<file path="config.mk">
export PLATFORM = sky130hd
export DESIGN_NAME = keypad_scanner_with_output_commands_core_flat
export DESIGN_NICKNAME = d
export VERILOG_FILES = /design/src/sv/kpsc_pkg.sv /design/src/sv/kpsc_if.sv /design/src/sv/keypad_scanner_with_output_commands_core.sv /design/src/sv/kpsc_step.sv /design/src/flat_wrapper.sv
export SDC_FILE = /design/constraint.sdc
export NUM_CORES = 1
export LEC_CHECK = 0
export ABC_CLOCK_PERIOD_IN_PS = 1400
export BUFFER_PORTS_ARGS = -buffer_cell sky130_fd_sc_hd__buf_4
export CAP_MARGIN = 40
export CORE_AREA = 2 2 52 54
export DETAILED_ROUTE_END_ITERATION = 12
export DIE_AREA = 0 0 54 56
export GPL_TIMING_DRIVEN = 1
export HOLD_SLACK_MARGIN = 0.12
export PLACE_DENSITY = 0.72
export SETUP_SLACK_MARGIN = 0.2
export SYNTH_ARGS = -nofsm -noshare
export SYNTH_HDL_FRONTEND = slang
export SYNTH_SLANG_ARGS = --single-unit
</file>
<file path="constraint.sdc">
create_clock -name clk -period 1.4 [get_ports clk]
set_input_delay 0.14 -clock clk [delete_from_list [all_inputs] [get_ports clk]]
set_output_delay 0.14 -clock clk [all_outputs]
set_load 0.02 [all_outputs]
</file>
<file path="src/sv/kpsc_pkg.sv">
package kpsc_pkg;

  localparam int unsigned ROWS = 4;

  // command bytes: set / clear one bit of the output latch
  localparam logic [7:0] CMD_SET0 = 8'd97;
  localparam logic [7:0] CMD_CLR0 = 8'd98;
  localparam logic [7:0] CMD_SET1 = 8'd99;
  localparam logic [7:0] CMD_CLR1 = 8'd100;
  localparam logic [7:0] CMD_SET2 = 8'd101;
  localparam logic [7:0] CMD_CLR2 = 8'd102;

  typedef struct packed {
    logic [1:0] column;
    logic       awaiting;
    logic [1:0] held_row;
    logic [2:0] latch;
  } kpsc_state_t;

  typedef struct packed {
    logic       key_valid;
    logic [4:0] key_code;
    logic [1:0] column_drive;
    logic [2:0] output_bits;
  } kpsc_result_t;

  function automatic logic [4:0] key_lookup(input logic [1:0] col, input logic [1:0] row);
    logic [4:0] code;
    case ({col, row})
      4'h0: code = 5'd1;
      4'h1: code = 5'd4;
      4'h2: code = 5'd7;
      4'h3: code = 5'd11;
      4'h4: code = 5'd2;
      4'h5: code = 5'd5;
      4'h6: code = 5'd8;
      4'h7: code = 5'd10;
      4'h8: code = 5'd3;
      4'h9: code = 5'd6;
      4'hA: code = 5'd9;
      4'hB: code = 5'd12;
      4'hC: code = 5'd13;
      4'hD: code = 5'd14;
      4'hE: code = 5'd15;
      default: code = 5'd16;
    endcase
    return code;
  endfunction

endpackage

</file>
<file path="src/sv/kpsc_if.sv">
interface kpsc_item_if;
  logic       valid;
  logic       ready;
  logic       cmd;
  logic [3:0] row_sense;
  logic [7:0] command_byte;

  modport source (output valid, output cmd, output row_sense, output command_byte,
                  input ready);
  modport sink (input valid, input cmd, input row_sense, input command_byte,
                output ready);
endinterface

interface kpsc_result_if;
  logic       valid;
  logic       ready;
  logic       key_valid;
  logic [4:0] key_code;
  logic [1:0] column_drive;
  logic [2:0] output_bits;

  modport source (output valid, output key_valid, output key_code, output column_drive,
                  output output_bits, input ready);
  modport sink (input valid, input key_valid, input key_code, input column_drive,
                input output_bits, output ready);
endinterface

</file>
<file path="src/sv/keypad_scanner_with_output_commands_core.sv">
// 4x4 keypad scanner with command-driven output bits. Each item on the item
// channel is either a scan tick (cmd = 0) carrying the active-low row lines of the
// column named by the last column_drive, or a command byte (cmd = 1) that sets or
// clears one of three output bits. Every item produces exactly one result in the
// cycle after its transfer: key_valid/key_code for a new press, the column to drive
// next, and the output latch. One item per cycle is accepted; the only stall comes
// from the single result register when the result channel is not ready.
module keypad_scanner_with_output_commands_core (
  input  logic                 clk,
  input  logic                 rst,
  kpsc_item_if.sink            item,
  kpsc_result_if.source        result
);
  import kpsc_pkg::*;

  kpsc_state_t  state;
  kpsc_state_t  state_next;
  kpsc_result_t step_result;
  kpsc_result_t res;
  logic         res_valid;
  logic         take;

  assign item.ready = !res_valid || result.ready;
  assign take = item.valid && item.ready;

  kpsc_step u_step (
    .state        (state),
    .cmd          (item.cmd),
    .row_sense    (item.row_sense),
    .command_byte (item.command_byte),
    .state_next   (state_next),
    .result       (step_result)
  );

  always_ff @(posedge clk) begin
    if (rst) begin
      state <= '0;
      res_valid <= 1'b0;
    end else begin
      if (take) begin
        state <= state_next;
        res_valid <= 1'b1;
      end else if (result.ready) begin
        res_valid <= 1'b0;
      end
    end
  end

  always_ff @(posedge clk) begin
    if (take) begin
      res <= step_result;
    end
  end

  assign result.valid = res_valid;
  assign result.key_valid = res.key_valid;
  assign result.key_code = res.key_code;
  assign result.column_drive = res.column_drive;
  assign result.output_bits = res.output_bits;

endmodule

</file>
<file path="src/sv/kpsc_step.sv">
module kpsc_step (
  input  kpsc_pkg::kpsc_state_t  state,
  input  logic                   cmd,
  input  logic [3:0]             row_sense,
  input  logic [7:0]             command_byte,
  output kpsc_pkg::kpsc_state_t  state_next,
  output kpsc_pkg::kpsc_result_t result
);
  import kpsc_pkg::*;

  logic       pressed;
  logic [1:0] low_row;
  logic [4:0] code;

  // lowest active-low row wins
  always_comb begin
    pressed = 1'b0;
    low_row = 2'd0;
    for (int r = ROWS - 1; r >= 0; r--) begin
      if (!row_sense[r]) begin
        pressed = 1'b1;
        low_row = 2'(r);
      end
    end
  end

  assign code = key_lookup(state.column, low_row);

  always_comb begin
    state_next = state;
    result.key_valid = 1'b0;
    result.key_code = 5'd0;
    if (cmd) begin
      case (command_byte)
        CMD_SET0: state_next.latch[0] = 1'b1;
        CMD_CLR0: state_next.latch[0] = 1'b0;
        CMD_SET1: state_next.latch[1] = 1'b1;
        CMD_CLR1: state_next.latch[1] = 1'b0;
        CMD_SET2: state_next.latch[2] = 1'b1;
        CMD_CLR2: state_next.latch[2] = 1'b0;
        default: state_next.latch = state.latch;
      endcase
    end else if (state.awaiting) begin
      if (row_sense[state.held_row]) begin
        state_next.awaiting = 1'b0;
        state_next.column = state.column + 2'd1;
      end
    end else if (pressed) begin
      result.key_valid = 1'b1;
      result.key_code = code;
      state_next.held_row = low_row;
      state_next.awaiting = 1'b1;
    end else begin
      state_next.column = state.column + 2'd1;
    end
    result.column_drive = state_next.column;
    result.output_bits = state_next.latch;
  end

endmodule

</file>
<file path="src/flat_wrapper.sv">
// flat-port wrapper written by rule: the top's interface ports become plain ports
module keypad_scanner_with_output_commands_core_flat import kpsc_pkg::*;
  (clk, rst, item_valid, item_cmd, item_row_sense, item_command_byte, item_ready, result_valid, result_key_valid, result_key_code, result_column_drive, result_output_bits, result_ready);
  kpsc_item_if item_i ();
  kpsc_result_if result_i ();
  input  logic clk;
  input  logic rst;
  input wire logic [$bits(item_i.valid)-1:0] item_valid;
  input wire logic [$bits(item_i.cmd)-1:0] item_cmd;
  input wire logic [$bits(item_i.row_sense)-1:0] item_row_sense;
  input wire logic [$bits(item_i.command_byte)-1:0] item_command_byte;
  output wire logic [$bits(item_i.ready)-1:0] item_ready;
  output wire logic [$bits(result_i.valid)-1:0] result_valid;
  output wire logic [$bits(result_i.key_valid)-1:0] result_key_valid;
  output wire logic [$bits(result_i.key_code)-1:0] result_key_code;
  output wire logic [$bits(result_i.column_drive)-1:0] result_column_drive;
  output wire logic [$bits(result_i.output_bits)-1:0] result_output_bits;
  input wire logic [$bits(result_i.ready)-1:0] result_ready;
  assign item_i.valid = item_valid;
  assign item_i.cmd = item_cmd;
  assign item_i.row_sense = item_row_sense;
  assign item_i.command_byte = item_command_byte;
  assign item_ready = item_i.ready;
  assign result_valid = result_i.valid;
  assign result_key_valid = result_i.key_valid;
  assign result_key_code = result_i.key_code;
  assign result_column_drive = result_i.column_drive;
  assign result_output_bits = result_i.output_bits;
  assign result_i.ready = result_ready;
  keypad_scanner_with_output_commands_core u_core (.clk(clk), .rst(rst), .item(item_i), .result(result_i));
endmodule
</file>
==> metrics.md, run 1 <==
| Metric | Value |
|---|---|
| Pin count of the biggest net entering global routing | `13` |
| Setup crit end kind | `register` |
| Vias in the first global route | `887` |
| Worst flop-to-flop path endpoint | `u_core.result.column_drive[1]$_DFFE_PP_` |
| Synth Instances | `112` |
| Worst Hold Path EP | `u_core.state[2]$_SDFFE_PP0P_` |
| Period utilization | `113%` |
| Htree depth | `1` |
| Syn avg cell area | `9.67 um2` |
| Number of diodes | `0` |
| Via count | `1009` |
| Total congestion overflow | `0` |
| Setup TNS | `-762 ps` |
| Final min period | `1590 ps` |
| Total core area | `2430 um2` |
| Static Leak | `0.611 nW` |
| Critical R2R Launch | `u_core.state[3]$_SDFFE_PP0P_` |
| Mapped Nets | `129` |
| Finished Layout Cells | `183` |
| Row count | `18` |
| Worst R2R Setup Slack | `-190 ps` |
| Initial antenna violation count | `0` |
| Yosys warning count | `0` |
| DP HPWL | `1740 um` |
| NumNets Final | `171` |
| Skew final | `2.45 ps` |
| Worst rel slew slack | `82.4%` |
| WP data arrival | `1660 ps` |
| Synth unique cells | `36` |
| # setup viols final | `5` |
| Number of routed nets with antenna violations | `0` |
| Worst VDD drop | `557 uV` |
| Per-cell routed wire length | `13.0 um` |
| Clk buf depth | `2` |
| Commonest non-fill, non-tap cell in the layout | `buf_4` |
| Max-slew violations | `0` |
| Root Driver | `clkbuf_4` |
| Total power | `0.00125 W` |
| Most frequent cells in the layout | `39 x buf_4, 12 x a21oi_1, 11 x edfxtp_1` |
| Initial cell density of the core | `44.5%` |
| RSZ-0062 raised after global routing | `true` |
| DRT Wirelength | `2390 um` |
| Met3 WL post-DR | `135 um` |
| Startpoint types | `register` |
| Share of cells above drive strength 1 | `38.6%` |
| Crit path launch | `u_core.state[3]$_SDFFE_PP0P_` |
| Placed insts | `174` |
| Die Height | `56 um` |
| Pwr Density | `831 nW/um2` |
| M1 wire length | `1060 um` |
| Clock sink count | `20` |
| Fin worst setup slack | `-189 ps` |
| F_max | `629 MHz` |
| Clk Latency, worst-skew pair | `310 ps` |
| Wire length on met2 | `1160 um` |
| Min-delay worst type | `input pin to register` |
| Kind of critical path | `register to register` |
| Clk slew on worst S/H paths | `110 ps` |
| TritonCTS Buffers | `3` |
| Critical Path RT | `1470 ps` |
| Violated checks | `negative setup slack` |
| Horiz. Die Dim | `54 um` |
| Crit-path max FO | `6` |
| Hold path cells | `3` |
| Register area share after synthesis | `47.1%` |
| Area Overhead vs Synth | `39.4%` |
| Number of DRC markers in iteration 0 | `31` |
| Post-layout util | `62.1%` |
| DRC Markers | `0` |
| IO Port Bufs | `29` |
| Max-cap viol count | `0` |
| Hold path start | `item_command_byte[0]` |
| Synth Register Bits | `20` |
| Max layer used | `met4` |
| Mapped cell area | `1080 um2` |
| Global Route Usage Sum | `16.8%` |
| DR vias/cell | `5.51` |
| DRT Pass-1 Iters | `4` |
| Die ar. | `3020 um2` |
| Worst R2R Path Depth | `4` |
| Final count of hold timing violations | `0` |
| Global placement routability congestion | `0.752` |
| Worst Tran Pin Value | `258 ps` |
| First-pass GRT wire length | `3880 um` |
| CTS tree | `done` |
| Status | `complete, but fails checks` |
| Top Ports | `30` |
| Pre-CTS setup slack | `-172 ps` |
==> critical path: stages (launching register included) <==
cell and delay [ps]:
dfxtp_2 360, mux4_2 530, mux2i_4 250, nor3b_2 90, xnor2_1 130
==> what timing repair did <==
action	4_1_cts	5_1_grt
buffers inserted	1	2
hold buffers	2	0
pin swaps	2	5
resized for setup	4	2
setup endpoints to repair	8	17
endpoints found under the hold margin	8	0
==> cells in the mapped netlist (all sizes together) <==
| cell type | number | area, um2 |
|---|---|---|
| o21bai | 1 | 7.51 |
| and3b | 1 | 8.76 |
| nor2b | 2 | 12.5 |
| o31ai | 2 | 15.0 |
| edfxtp | 11 | 330 |
| and3 | 2 | 12.5 |
| a31oi | 3 | 18.8 |
| or4 | 1 | 7.51 |
| inv | 9 | 33.8 |
| nor3b | 1 | 7.51 |
| nor3 | 1 | 5.00 |
| and4bb | 1 | 12.5 |
| mux4 | 1 | 22.5 |
| and4 | 1 | 10.0 |
| or2b | 1 | 7.51 |
| nand3 | 2 | 10.0 |
| nor4 | 3 | 18.8 |
| xor2 | 1 | 8.76 |
| nand2b | 4 | 25.0 |
| a211oi | 4 | 30.0 |
| nor2 | 5 | 18.8 |
| o2bb2ai | 1 | 8.76 |
| a21oi | 13 | 65.1 |
| nand4 | 3 | 18.8 |
| dfxtp | 9 | 180 |
| xnor2 | 1 | 8.76 |
| nand2 | 6 | 22.5 |
| or3 | 1 | 6.26 |
| mux2i | 3 | 42.5 |
| buf | 1 | 11.3 |
| o21ai | 7 | 35.0 |
| o22ai | 1 | 6.26 |
| clkbuf | 4 | 15.0 |
| o32ai | 2 | 17.5 |
| o21a | 3 | 22.5 |
==> power by group <==
group	switching (W)	leakage [nW]	internal, W
combinational	0.000131	0.404	0.000125
clock	0.000181	0.0210	0.000159
sequential	0.0000139	0.186	0.000644
==> area by class of cell <==
class / instances / area, um2
clock buffers: 4 / 36.3
fillers: 196 / 922
inverters: 9 / 37.5
multi-input cells: 78 / 546
flip-flops and latches: 20 / 520
well taps: 30 / 37.5
repair buffers: 42 / 333
==> cell families (layout without fill, tap and decap cells) <==
| group | after synthesis | count (layout) | share of synthesized area (%) |
|---|---|---|---|
| simple gates | 35 | 35 | 18.8 |
| mux | 4 | 4 | 6.00 |
| buf+inv | 14 | 55 | 5.54 |
| flops | 20 | 20 | 47.1 |
| xor+xnor | 2 | 2 | 1.62 |
| compound gates | 37 | 37 | 20.9 |
==> flip-flops by register name (all words and copies together), names as in the netlist <==
name                        cells
u_core.result.column_drive      2
u_core.state                    8
u_core.result.key_code          5
u_core.result.output_bits       3
u_core.result.key_valid         1
u_core.result.valid             1
==> per-stage QoR <==
step                hold slack, ps  instance area, um2
CTS                            127                1490
global route                   156                1510
global placement               387                1420
finish                         121                1510
floorplan                      259                1120
detailed placement             388                1420
==> worst max path at each step <==
| stage | endpoint | slack, ps | cells past startpoint |
|---|---|---|---|
| after floorplan | u_core.result.column_drive[0]$_DFFE_PP_ | -90 | 4 |
| after global placement | u_core.result.column_drive[0]$_DFFE_PP_ | -130 | 4 |
| after detailed placement | u_core.result.column_drive[0]$_DFFE_PP_ | -170 | 4 |
| after CTS | u_core.result.column_drive[0]$_DFFE_PP_ | -180 | 4 |
| after global routing | u_core.state[7]$_SDFFE_PP0P_ | -220 | 5 |
| final | u_core.result.column_drive[1]$_DFFE_PP_ | -190 | 4 |
==> metal layers <==
| layer | vias to the layer above | GRT usage, % |
|---|---|---|
| met5 | - | 0 |
| met4 | 0 | 5.36 |
| met3 | 4 | 2.69 |
| met2 | 39 | 25.8 |
| met1 | 461 | 23.8 |
| li1 | 505 | - |
Power figures use the tool's default switching activity.
==> run 2, diff against run 1 <==
--- a/config.mk
+++ b/config.mk
@@ -5,15 +5,18 @@
 export SDC_FILE = /design/constraint.sdc
 export NUM_CORES = 1
 export LEC_CHECK = 0
+export ABC_AREA = 0
 export ABC_CLOCK_PERIOD_IN_PS = 1400
 export BUFFER_PORTS_ARGS = -buffer_cell sky130_fd_sc_hd__buf_4
 export CAP_MARGIN = 40
-export CORE_AREA = 2 2 52 54
+export CELL_PAD_IN_SITES_DETAIL_PLACEMENT = 1
+export CELL_PAD_IN_SITES_GLOBAL_PLACEMENT = 2
+export CORE_AREA = 2 2 67 69
 export DETAILED_ROUTE_END_ITERATION = 12
-export DIE_AREA = 0 0 54 56
+export DIE_AREA = 0 0 69 71
 export GPL_TIMING_DRIVEN = 1
 export HOLD_SLACK_MARGIN = 0.12
-export PLACE_DENSITY = 0.72
+export PLACE_DENSITY = 0.7
 export SETUP_SLACK_MARGIN = 0.2
 export SYNTH_ARGS = -nofsm -noshare
 export SYNTH_HDL_FRONTEND = slang
==> run 2 against run 1 <==
Effect of this change:
- the run still ends with negative setup slack left
- non-clock buffer count grew 1
- wire length grew 21%
- combinational power grew 6%
- core utilization shrank 24 points
- final cell count grew 13%
- first-iteration DRC count shrank 58%
- critical path depth is the same
- setup slack gained 36 ps
- clock skew shrank 1.2 ps
- via count grew 1.2%
- clock power grew 74%
- largest power group unchanged
- fmax grew 2.3%
==> metrics.md, run 2 (synthesis gave the netlist of run 1 again) <==
| Metric | Value |
|---|---|
| NetSw | `0.000366 W (was 0.000326 W)` |
| Clock power share | `38.9% (was 27.1%)` |
| Clk Latency, worst-skew pair | `260 ps (was 310 ps)` |
| Most frequent cells in the layout | `41 x buf_4, 11 x edfxtp_1, 10 x a21oi_1 (was 39 x buf_4, 12 x a21oi_1, 11 x edfxtp_1)` |
| DRT Wirelength | `2890 um (was 2390 um)` |
| Number of DRC markers in iteration 0 | `13 (was 31)` |
| Pwr Density | `945 nW/um2 (was 831 nW/um2)` |
| Area Overhead vs Synth | `48.7% (was 39.4%)` |
| Initial antenna violation count | `0 (unchanged)` |
| WP data arrival | `1570 ps (was 1660 ps)` |
| Worst R2R Path Depth | `4 (unchanged)` |
| Crit-path max FO | `3 (was 6)` |
| # setup viols final | `5 (unchanged)` |
| Min-delay worst type | `input pin to register (unchanged)` |
| Max reg flops | `8 (unchanged)` |
| Reg power frac | `43.2% (was 52.5%)` |
| DRT Pass-1 Iters | `4 (unchanged)` |
| Worst rel slew slack | `84.5% (was 82.4%)` |
| RSZ-0062 raised after global routing | `true (unchanged)` |
| NumNets Final | `173 (was 171)` |
| Combinational share of power | `17.9% (was 20.5%)` |
| F_max | `644 MHz (was 629 MHz)` |
| Worst R2R Setup Slack | `-150 ps (was -190 ps)` |
| Via count | `1021 (was 1009)` |
| Max-slew violations | `0 (unchanged)` |
| Fill cell count | `487 (was 196)` |
| Worst VDD drop | `363 uV (was 557 uV)` |
| Total congestion overflow | `0 (unchanged)` |
| Initial cell density of the core | `25.8% (was 44.5%)` |
| Share of cells above drive strength 1 | `42.6% (was 38.6%)` |
| Tightest hold margin | `139 ps (was 121 ps)` |
| DP HPWL | `2100 um (was 1740 um)` |
| Die Height | `71 um (was 56 um)` |
| Most flops, register | `u_core.state (unchanged)` |
| DRC Markers | `0 (unchanged)` |
| Clk buf depth | `2 (unchanged)` |
| Worst flop-to-flop path endpoint | `u_core.result.column_drive[0]$_DFFE_PP_ (was u_core.result.column_drive[1]$_DFFE_PP_)` |
| Vias in the first global route | `1029 (was 887)` |
| CTS tree | `done (unchanged)` |
| Setup TNS | `-557 ps (was -762 ps)` |
| Total core area | `4200 um2 (was 2430 um2)` |
| Top Ports | `30 (unchanged)` |
| Clk slew on worst S/H paths | `80 ps (was 110 ps)` |
| Number of routed nets with antenna violations | `0 (unchanged)` |
| Pin count of the biggest net entering global routing | `13 (unchanged)` |
| Row count | `24 (was 18)` |
| Pre-CTS setup slack | `-189 ps (was -172 ps)` |
| Commonest non-fill, non-tap cell in the layout | `buf_4 (unchanged)` |
| First-pass GRT wire length | `4850 um (was 3880 um)` |
| Horiz. Die Dim | `69 um (was 54 um)` |
| Per-cell routed wire length | `14.0 um (was 13.0 um)` |
| Fin area | `1610 um2 (was 1510 um2)` |
| Startpoint types | `register (unchanged)` |
| Status | `complete, but fails checks (unchanged)` |
| Period utilization | `111% (was 113%)` |
| Critical Path RT | `1420 ps (was 1470 ps)` |
| Internal power | `0.00116 W (was 0.000928 W)` |
| Root Driver | `clkbuf_8 (was clkbuf_4)` |
| Static Leak | `0.639 nW (was 0.611 nW)` |
| Hold path start | `item_valid (was item_command_byte[0])` |
| Worst Tran Pin Value | `230 ps (was 258 ps)` |
| DR vias/cell | `4.93 (was 5.51)` |
| Fin worst setup slack | `-153 ps (was -189 ps)` |
| Clock sink count | `20 (unchanged)` |
| Worst Hold Path EP | `u_core.result.valid$_SDFFE_PP0P_ (was u_core.state[2]$_SDFFE_PP0P_)` |
| IO Port Bufs | `29 (unchanged)` |
| Global Route Usage Sum | `12.2% (was 16.8%)` |
| Skew final | `1.20 ps (was 2.45 ps)` |
| DP Area | `1450 um2 (was 1420 um2)` |
| Setup crit end kind | `register (unchanged)` |
| Kind of critical path | `register to register (unchanged)` |
| TritonCTS Buffers | `3 (unchanged)` |
| Number of diodes | `0 (unchanged)` |
| Net Sw Frac | `24.0% (was 26.0%)` |
| Total power | `0.00152 W (was 0.00125 W)` |
| Final count of hold timing violations | `0 (unchanged)` |
| Violated checks | `negative setup slack (unchanged)` |
| Critical R2R Launch | `u_core.state[3]$_SDFFE_PP0P_ (unchanged)` |
| Global placement routability congestion | `0.767 (was 0.752)` |
| Max-cap viol count | `0 (unchanged)` |
| Final min period | `1550 ps (was 1590 ps)` |
| Die ar. | `4900 um2 (was 3020 um2)` |
| Hold path cells | `3 (unchanged)` |
| Htree depth | `1 (unchanged)` |
[run 2: cell types whose count changed in the layout (fill, tap and decap cells not counted), sizes merged]
cell,change
clkinvlp,+1
buf,+2
dlygate4sd3,-1
bufinv,+1
clkbuf,-1
[run 2: worst max-delay path by stage]
stage	slack, ps	from	to	cells past startpoint
2_1_floorplan	-90	u_core.state[3]$_SDFFE_PP0P_	u_core.result.column_drive[0]$_DFFE_PP_	4
3_3_place_gp	-130	u_core.state[3]$_SDFFE_PP0P_	u_core.result.column_drive[0]$_DFFE_PP_	4
3_5_place_dp	-190	u_core.state[3]$_SDFFE_PP0P_	u_core.result.column_drive[1]$_DFFE_PP_	4
4_1_cts	-150	u_core.state[3]$_SDFFE_PP0P_	u_core.result.column_drive[0]$_DFFE_PP_	4
5_1_grt	-210	u_core.state[3]$_SDFFE_PP0P_	u_core.state[7]$_SDFFE_PP0P_	5
6_report	-150	u_core.state[3]$_SDFFE_PP0P_	u_core.result.column_drive[0]$_DFFE_PP_	4
[run 2: layout make-up]
type / count / area (um2) / area share [%]
clock buffer: 3 / 41.3 / 2.56
inverter: 9 / 37.5 / 2.33
timing repair inverter: 1 / 7.51 / 0.466
tap: 52 / 65.1 / 4.04
clock inverter: 1 / 30.0 / 1.86
timing repair buffer: 43 / 338 / 21.0
multi-input combinational: 78 / 573 / 35.6
sequential: 20 / 519 / 32.2
[run 2: routing by layer]
| layer | vias to the layer above | global-route usage, % | share of wire (%) |
|---|---|---|---|
| met5 | - | 0 | 0 |
| met4 | 0 | 5.88 | 1.9 |
| met3 | 4 | 1.57 | 2.7 |
| met2 | 19 | 20.2 | 49 |
| met1 | 488 | 15.9 | 46 |
| li1 | 510 | - | - |
[run 2: stage by stage]
| step | std cells | util [%] |
|---|---|---|
| 4_1_cts | 205 | 37.0 |
| 3_3_place_gp | 197 | 34.5 |
| 6_report | 207 | 38.3 |
| 2_1_floorplan | 112 | - |
| 3_5_place_dp | 197 | 34.5 |
| 5_1_grt | 207 | 38.3 |
[run 2: worst max-delay path: stages (launching register included)]
cell	delay, ps
dfxtp_2	350
mux4_2	530
mux2i_4	210
nor2_2	70
xor2_1	150
[run 2: repair_timing]
item                                    4_1_cts  5_1_grt
pin swaps                                     3        2
endpoints found under the setup margin       15       23
hold endpoints to repair                      1        0
cloned                                        0        1
buffers inserted                              3        1
hold buffers                                  1        0
resized for setup                             1       10
[run 2: power by group through the flow]
| stage | clock [W] | sequential [W] | combinational (W) |
|---|---|---|---|
| after floorplan | 0 | 0.000697 | 0.0000973 |
| after global placement | 0 | 0.000673 | 0.000243 |
| after detailed placement | 0 | 0.000673 | 0.000246 |
| after CTS | 0.000605 | 0.000660 | 0.000257 |
| after global routing | 0.000630 | 0.000662 | 0.000296 |
| final | 0.000593 | 0.000658 | 0.000272 |
==> run 3, diff against run 2 <==
--- a/config.mk
+++ b/config.mk
@@ -6,18 +6,19 @@
 export NUM_CORES = 1
 export LEC_CHECK = 0
 export ABC_AREA = 0
-export ABC_CLOCK_PERIOD_IN_PS = 1400
+export ABC_CLOCK_PERIOD_IN_PS = 1800
 export BUFFER_PORTS_ARGS = -buffer_cell sky130_fd_sc_hd__buf_4
 export CAP_MARGIN = 40
 export CELL_PAD_IN_SITES_DETAIL_PLACEMENT = 1
 export CELL_PAD_IN_SITES_GLOBAL_PLACEMENT = 2
-export CORE_AREA = 2 2 67 69
+export CORE_AREA = 2 2 63 65
 export DETAILED_ROUTE_END_ITERATION = 12
-export DIE_AREA = 0 0 69 71
+export DIE_AREA = 0 0 65 67
 export GPL_TIMING_DRIVEN = 1
 export HOLD_SLACK_MARGIN = 0.12
-export PLACE_DENSITY = 0.7
+export PLACE_DENSITY = 0.81
 export SETUP_SLACK_MARGIN = 0.2
 export SYNTH_ARGS = -nofsm -noshare
 export SYNTH_HDL_FRONTEND = slang
+export SYNTH_HIERARCHICAL = 1
 export SYNTH_SLANG_ARGS = --single-unit
==> constraint.sdc (replaced) <==
create_clock -name clk -period 1.8 [get_ports clk]
set_input_delay 0.18 -clock clk [delete_from_list [all_inputs] [get_ports clk]]
set_output_delay 0.18 -clock clk [all_outputs]
set_load 0.02 [all_outputs]
==> run 3 against run 2 <==
Effect of this change:
- the flow now finishes without violations
- synthesized cell count grew 9.8%
- critical path depth grew 2
- largest power group unchanged
- setup slack gained 490 ps
- wire length shrank 6.9%
- first-iteration DRC count grew 140%
- global-route usage grew 0.81 points
- clock-buffer cell count grew 1
==> metrics.md, run 3 <==
| Metric | Value |
|---|---|
| Status | `finished clean (was complete, but fails checks)` |
| Total congestion overflow | `0 (unchanged)` |
| Final count of hold timing violations | `0 (unchanged)` |
| Top Ports | `30 (unchanged)` |
| IO Port Bufs | `29 (unchanged)` |
| Worst rel slew slack | `67.0% (was 84.5%)` |
| Pwr Density | `732 nW/um2 (was 945 nW/um2)` |
| Internal power | `0.000820 W (was 0.00116 W)` |
| DP Area | `1400 um2 (was 1450 um2)` |
| Fill cell count | `424 (was 487)` |
| Max-slew violations | `0 (unchanged)` |
| Syn avg cell area | `9.83 um2 (was 9.67 um2)` |
| Clock power share | `36.2% (was 38.9%)` |
| Post-synth top area share | `27.3% (was 30.5%)` |
| Synth Register Bits | `20 (unchanged)` |
| DRT Pass-1 Iters | `4 (unchanged)` |
| CTS Hold Buffers Added | `0 (was 1)` |
| Pin count of the biggest net entering global routing | `20 (was 13)` |
| Crit-path max FO | `4 (was 3)` |
| Kind of critical path | `register to register (unchanged)` |
| Number of routed nets with antenna violations | `0 (unchanged)` |
| Top-count cell post-synth | `edfxtp_1 (was a21oi_1)` |
| Static Leak | `0.568 nW (was 0.639 nW)` |
| Initial antenna violation count | `0 (unchanged)` |
| DRC Markers | `0 (unchanged)` |
| Htree depth | `1 (unchanged)` |
| Worst Hold Path EP | `u_core/state[5]$_SDFFE_PP0P_ (was u_core.result.valid$_SDFFE_PP0P_)` |
| Share of cells above drive strength 1 | `31.3% (was 42.6%)` |
| Die Height | `67 um (was 71 um)` |
| Max-cap viol count | `0 (unchanged)` |
| DRT Wirelength | `2690 um (was 2890 um)` |
| Clk buf depth | `2 (unchanged)` |
| NumNets Final | `162 (was 173)` |
| Fin area | `1470 um2 (was 1610 um2)` |
| Vias in the first global route | `912 (was 1029)` |
| Net Sw Frac | `23.8% (was 24.0%)` |
| RSZ-0062 raised after global routing | `false (was true)` |
| Setup crit end kind | `register (unchanged)` |
| Yosys warning count | `6 (was 0)` |
| DR vias/cell | `4.98 (was 4.93)` |
| Worst flop-to-flop path endpoint | `u_core/state[6]$_SDFFE_PP0P_ (was u_core.result.column_drive[0]$_DFFE_PP_)` |
| Critical Path RT | `1990 ps (was 1420 ps)` |
| Ys async rst share | `0% (unchanged)` |
| Die ar. | `4360 um2 (was 4900 um2)` |
| Register area share after synthesis | `42.2% (was 47.1%)` |
| Setup TNS | `0 ps (was -557 ps)` |
| Max reg flops | `8 (unchanged)` |
| Synth unique cells | `38 (was 36)` |
| Startpoint types | `register (unchanged)` |
| WP data arrival | `1650 ps (was 1570 ps)` |
| Clk Latency, worst-skew pair | `250 ps (was 260 ps)` |
| Worst R2R Path Depth | `6 (was 4)` |
| Worst R2R Setup Slack | `340 ps (was -150 ps)` |
| NetSw | `0.000256 W (was 0.000366 W)` |
| CTS tree | `done (unchanged)` |
| Hold path cells | `2 (was 3)` |
| Worst VDD drop | `265 uV (was 363 uV)` |
| Synth top cells by count | `11 x edfxtp_1, 10 x a21oi_1, 9 x dfxtp_1, 9 x nand3_1 (was 13 x a21oi_1, 11 x edfxtp_1, 9 x dfxtp_1, 9 x inv_1, 7 x o21ai_0)` |
| EDFF count, synth | `11 (unchanged)` |
| Clock sink count | `20 (unchanged)` |
| Root Driver | `clkbuf_8 (unchanged)` |
| Number of setup buffers added after CTS | `0 (was 3)` |
| Clk slew on worst S/H paths | `80 ps (about the same)` |
| Synth top area cells | `edfxtp_1 27%, dfxtp_1 15%, a21bo_1 6.6% (was edfxtp_1 30%, dfxtp_1 17%, a21oi_1 6.0%)` |
| Mapped Nets | `140 (was 129)` |
| Global placement routability congestion | `0.775 (was 0.767)` |
| Period utilization | `81.1% (was 111%)` |
| Prevailing post-synth register cell | `edfxtp_1 (unchanged)` |
| Most frequent cells in the layout | `29 x buf_4, 11 x edfxtp_1, 10 x a21oi_1 (was 41 x buf_4, 11 x edfxtp_1, 10 x a21oi_1)` |
| Most flops, register | `u_core/state (was u_core.state)` |
| Combinational share of power | `15.9% (was 17.9%)` |
| Horiz. Die Dim | `65 um (was 69 um)` |
| Final min period | `1460 ps (was 1550 ps)` |
| Row count | `22 (was 24)` |
| # setup viols final | `0 (was 5)` |
| Hold path start | `rst (was item_valid)` |
| Commonest non-fill, non-tap cell in the layout | `buf_4 (unchanged)` |
| Skew final | `3.69 ps (was 1.20 ps)` |
| Min-delay worst type | `input pin to register (unchanged)` |
| DP HPWL | `2030 um (was 2100 um)` |
| Number of DRC markers in iteration 0 | `31 (was 13)` |
| Biggest area consumer among synthesized cells | `edfxtp_1 (unchanged)` |
| CTS resizes | `0 (was 1)` |
| TritonCTS Buffers | `3 (unchanged)` |
| F_max | `685 MHz (was 644 MHz)` |
| Critical R2R Launch | `u_core/state[4]$_SDFFE_PP0P_ (was u_core.state[3]$_SDFFE_PP0P_)` |
| Mapped cell area | `1210 um2 (was 1080 um2)` |
| Initial cell density of the core | `33.5% (was 25.8%)` |
| Total core area | `3610 um2 (was 4200 um2)` |
| Per-cell routed wire length | `14.0 um (about the same)` |
| Global Route Usage Sum | `13.0% (was 12.2%)` |
| Area Overhead vs Synth | `21.5% (was 48.7%)` |
| Reg power frac | `47.9% (was 43.2%)` |
| First-pass GRT wire length | `4380 um (was 4850 um)` |
| Synth Instances | `123 (was 112)` |
| Number of diodes | `0 (unchanged)` |
| Via count | `956 (was 1021)` |
| Worst Tran Pin Value | `495 ps (was 230 ps)` |
## run 3: cell types whose count changed in the layout (fill, tap and decap cells not counted), sizes merged, moves of 4 or more
cell / before / now
a211oi: 4 / 0
a21bo: 0 / 8
a21oi: 13 / 18
buf: 42 / 29
inv: 8 / 4
nand3: 2 / 9
## run 3: kinds of logic after synthesis
kind of cell | Yosys count | share of synthesized area [%]
compound gates | 42 | 26.2
xor+xnor | 3 | 2.17
buf+inv | 16 | 8.28
flops | 20 | 42.2
mux | 3 | 2.59
simple gates | 39 | 18.5
## run 3: metrics by stage
stage          power, W  hold slack [ps]  setup WS [ps]  std cells  utilization [%]
2_1_floorplan  0.000628              397            363        123                -
3_3_place_gp   0.000692              459            343        188             38.9
3_5_place_dp   0.000698              467            313        188             38.9
4_1_cts         0.00109              192            299        192             40.7
5_1_grt         0.00113              198            233        192             40.7
6_report        0.00108              191            341        192             40.7
## run 3: critical path: stages (launching register included)
cell     delay, ps
dfxtp_1        400
mux2i_1        210
o22ai_1        130
a21oi_1        210
xnor2_1        190
nand3_1        130
a21oi_2        130
## run 3: cell type report
| class | instances | area, um2 | share of cell area (%) |
|---|---|---|---|
| clock buffers | 4 | 66.3 | 4.51 |
| inverters | 4 | 15.0 | 1.02 |
| multi-input cells | 87 | 598 | 40.7 |
| flip-flops and latches | 20 | 512 | 34.8 |
| well taps | 48 | 60.1 | 4.09 |
| repair buffers | 29 | 218 | 14.8 |
## run 3: worst max path at each step
stage | startpoint | endpoint | cells past startpoint | slack (ps)
after global placement | item_command_byte[4] | u_core/state[0]$_SDFFE_PP0P_ | 7 | 340
after global routing | u_core/state[4]$_SDFFE_PP0P_ | u_core/state[6]$_SDFFE_PP0P_ | 6 | 230
final | u_core/state[4]$_SDFFE_PP0P_ | u_core/state[6]$_SDFFE_PP0P_ | 6 | 340
after detailed placement | item_command_byte[4] | u_core/state[0]$_SDFFE_PP0P_ | 7 | 310
after CTS | u_core/state[5]$_SDFFE_PP0P_ | u_core/state[7]$_SDFFE_PP0P_ | 6 | 300
after floorplan | u_core/result.valid$_SDFFE_PP0P_ | u_core/result.column_drive[0]$_DFFE_PP_ | 4 | 360
## run 3: routing by layer
metal / vias up / GRT usage, % / routed length (um)
li1: 485 / - / -
met1: 450 / 16.7 / 1330
met2: 21 / 21.9 / 1260
met3: 0 / 2.20 / 106
met4: 0 / 4.79 / 0
met5: - / 0 / 0
## run 3: power by group through the flow
stage / Combinational, W / Sequential (W) / Clock (W)
floorplan: 0.0000846 / 0.000543 / 0
global placement: 0.000168 / 0.000524 / 0
detailed placement: 0.000172 / 0.000526 / 0
CTS: 0.000173 / 0.000515 / 0.000399
global route: 0.000186 / 0.000518 / 0.000422
finish: 0.000171 / 0.000515 / 0.000389
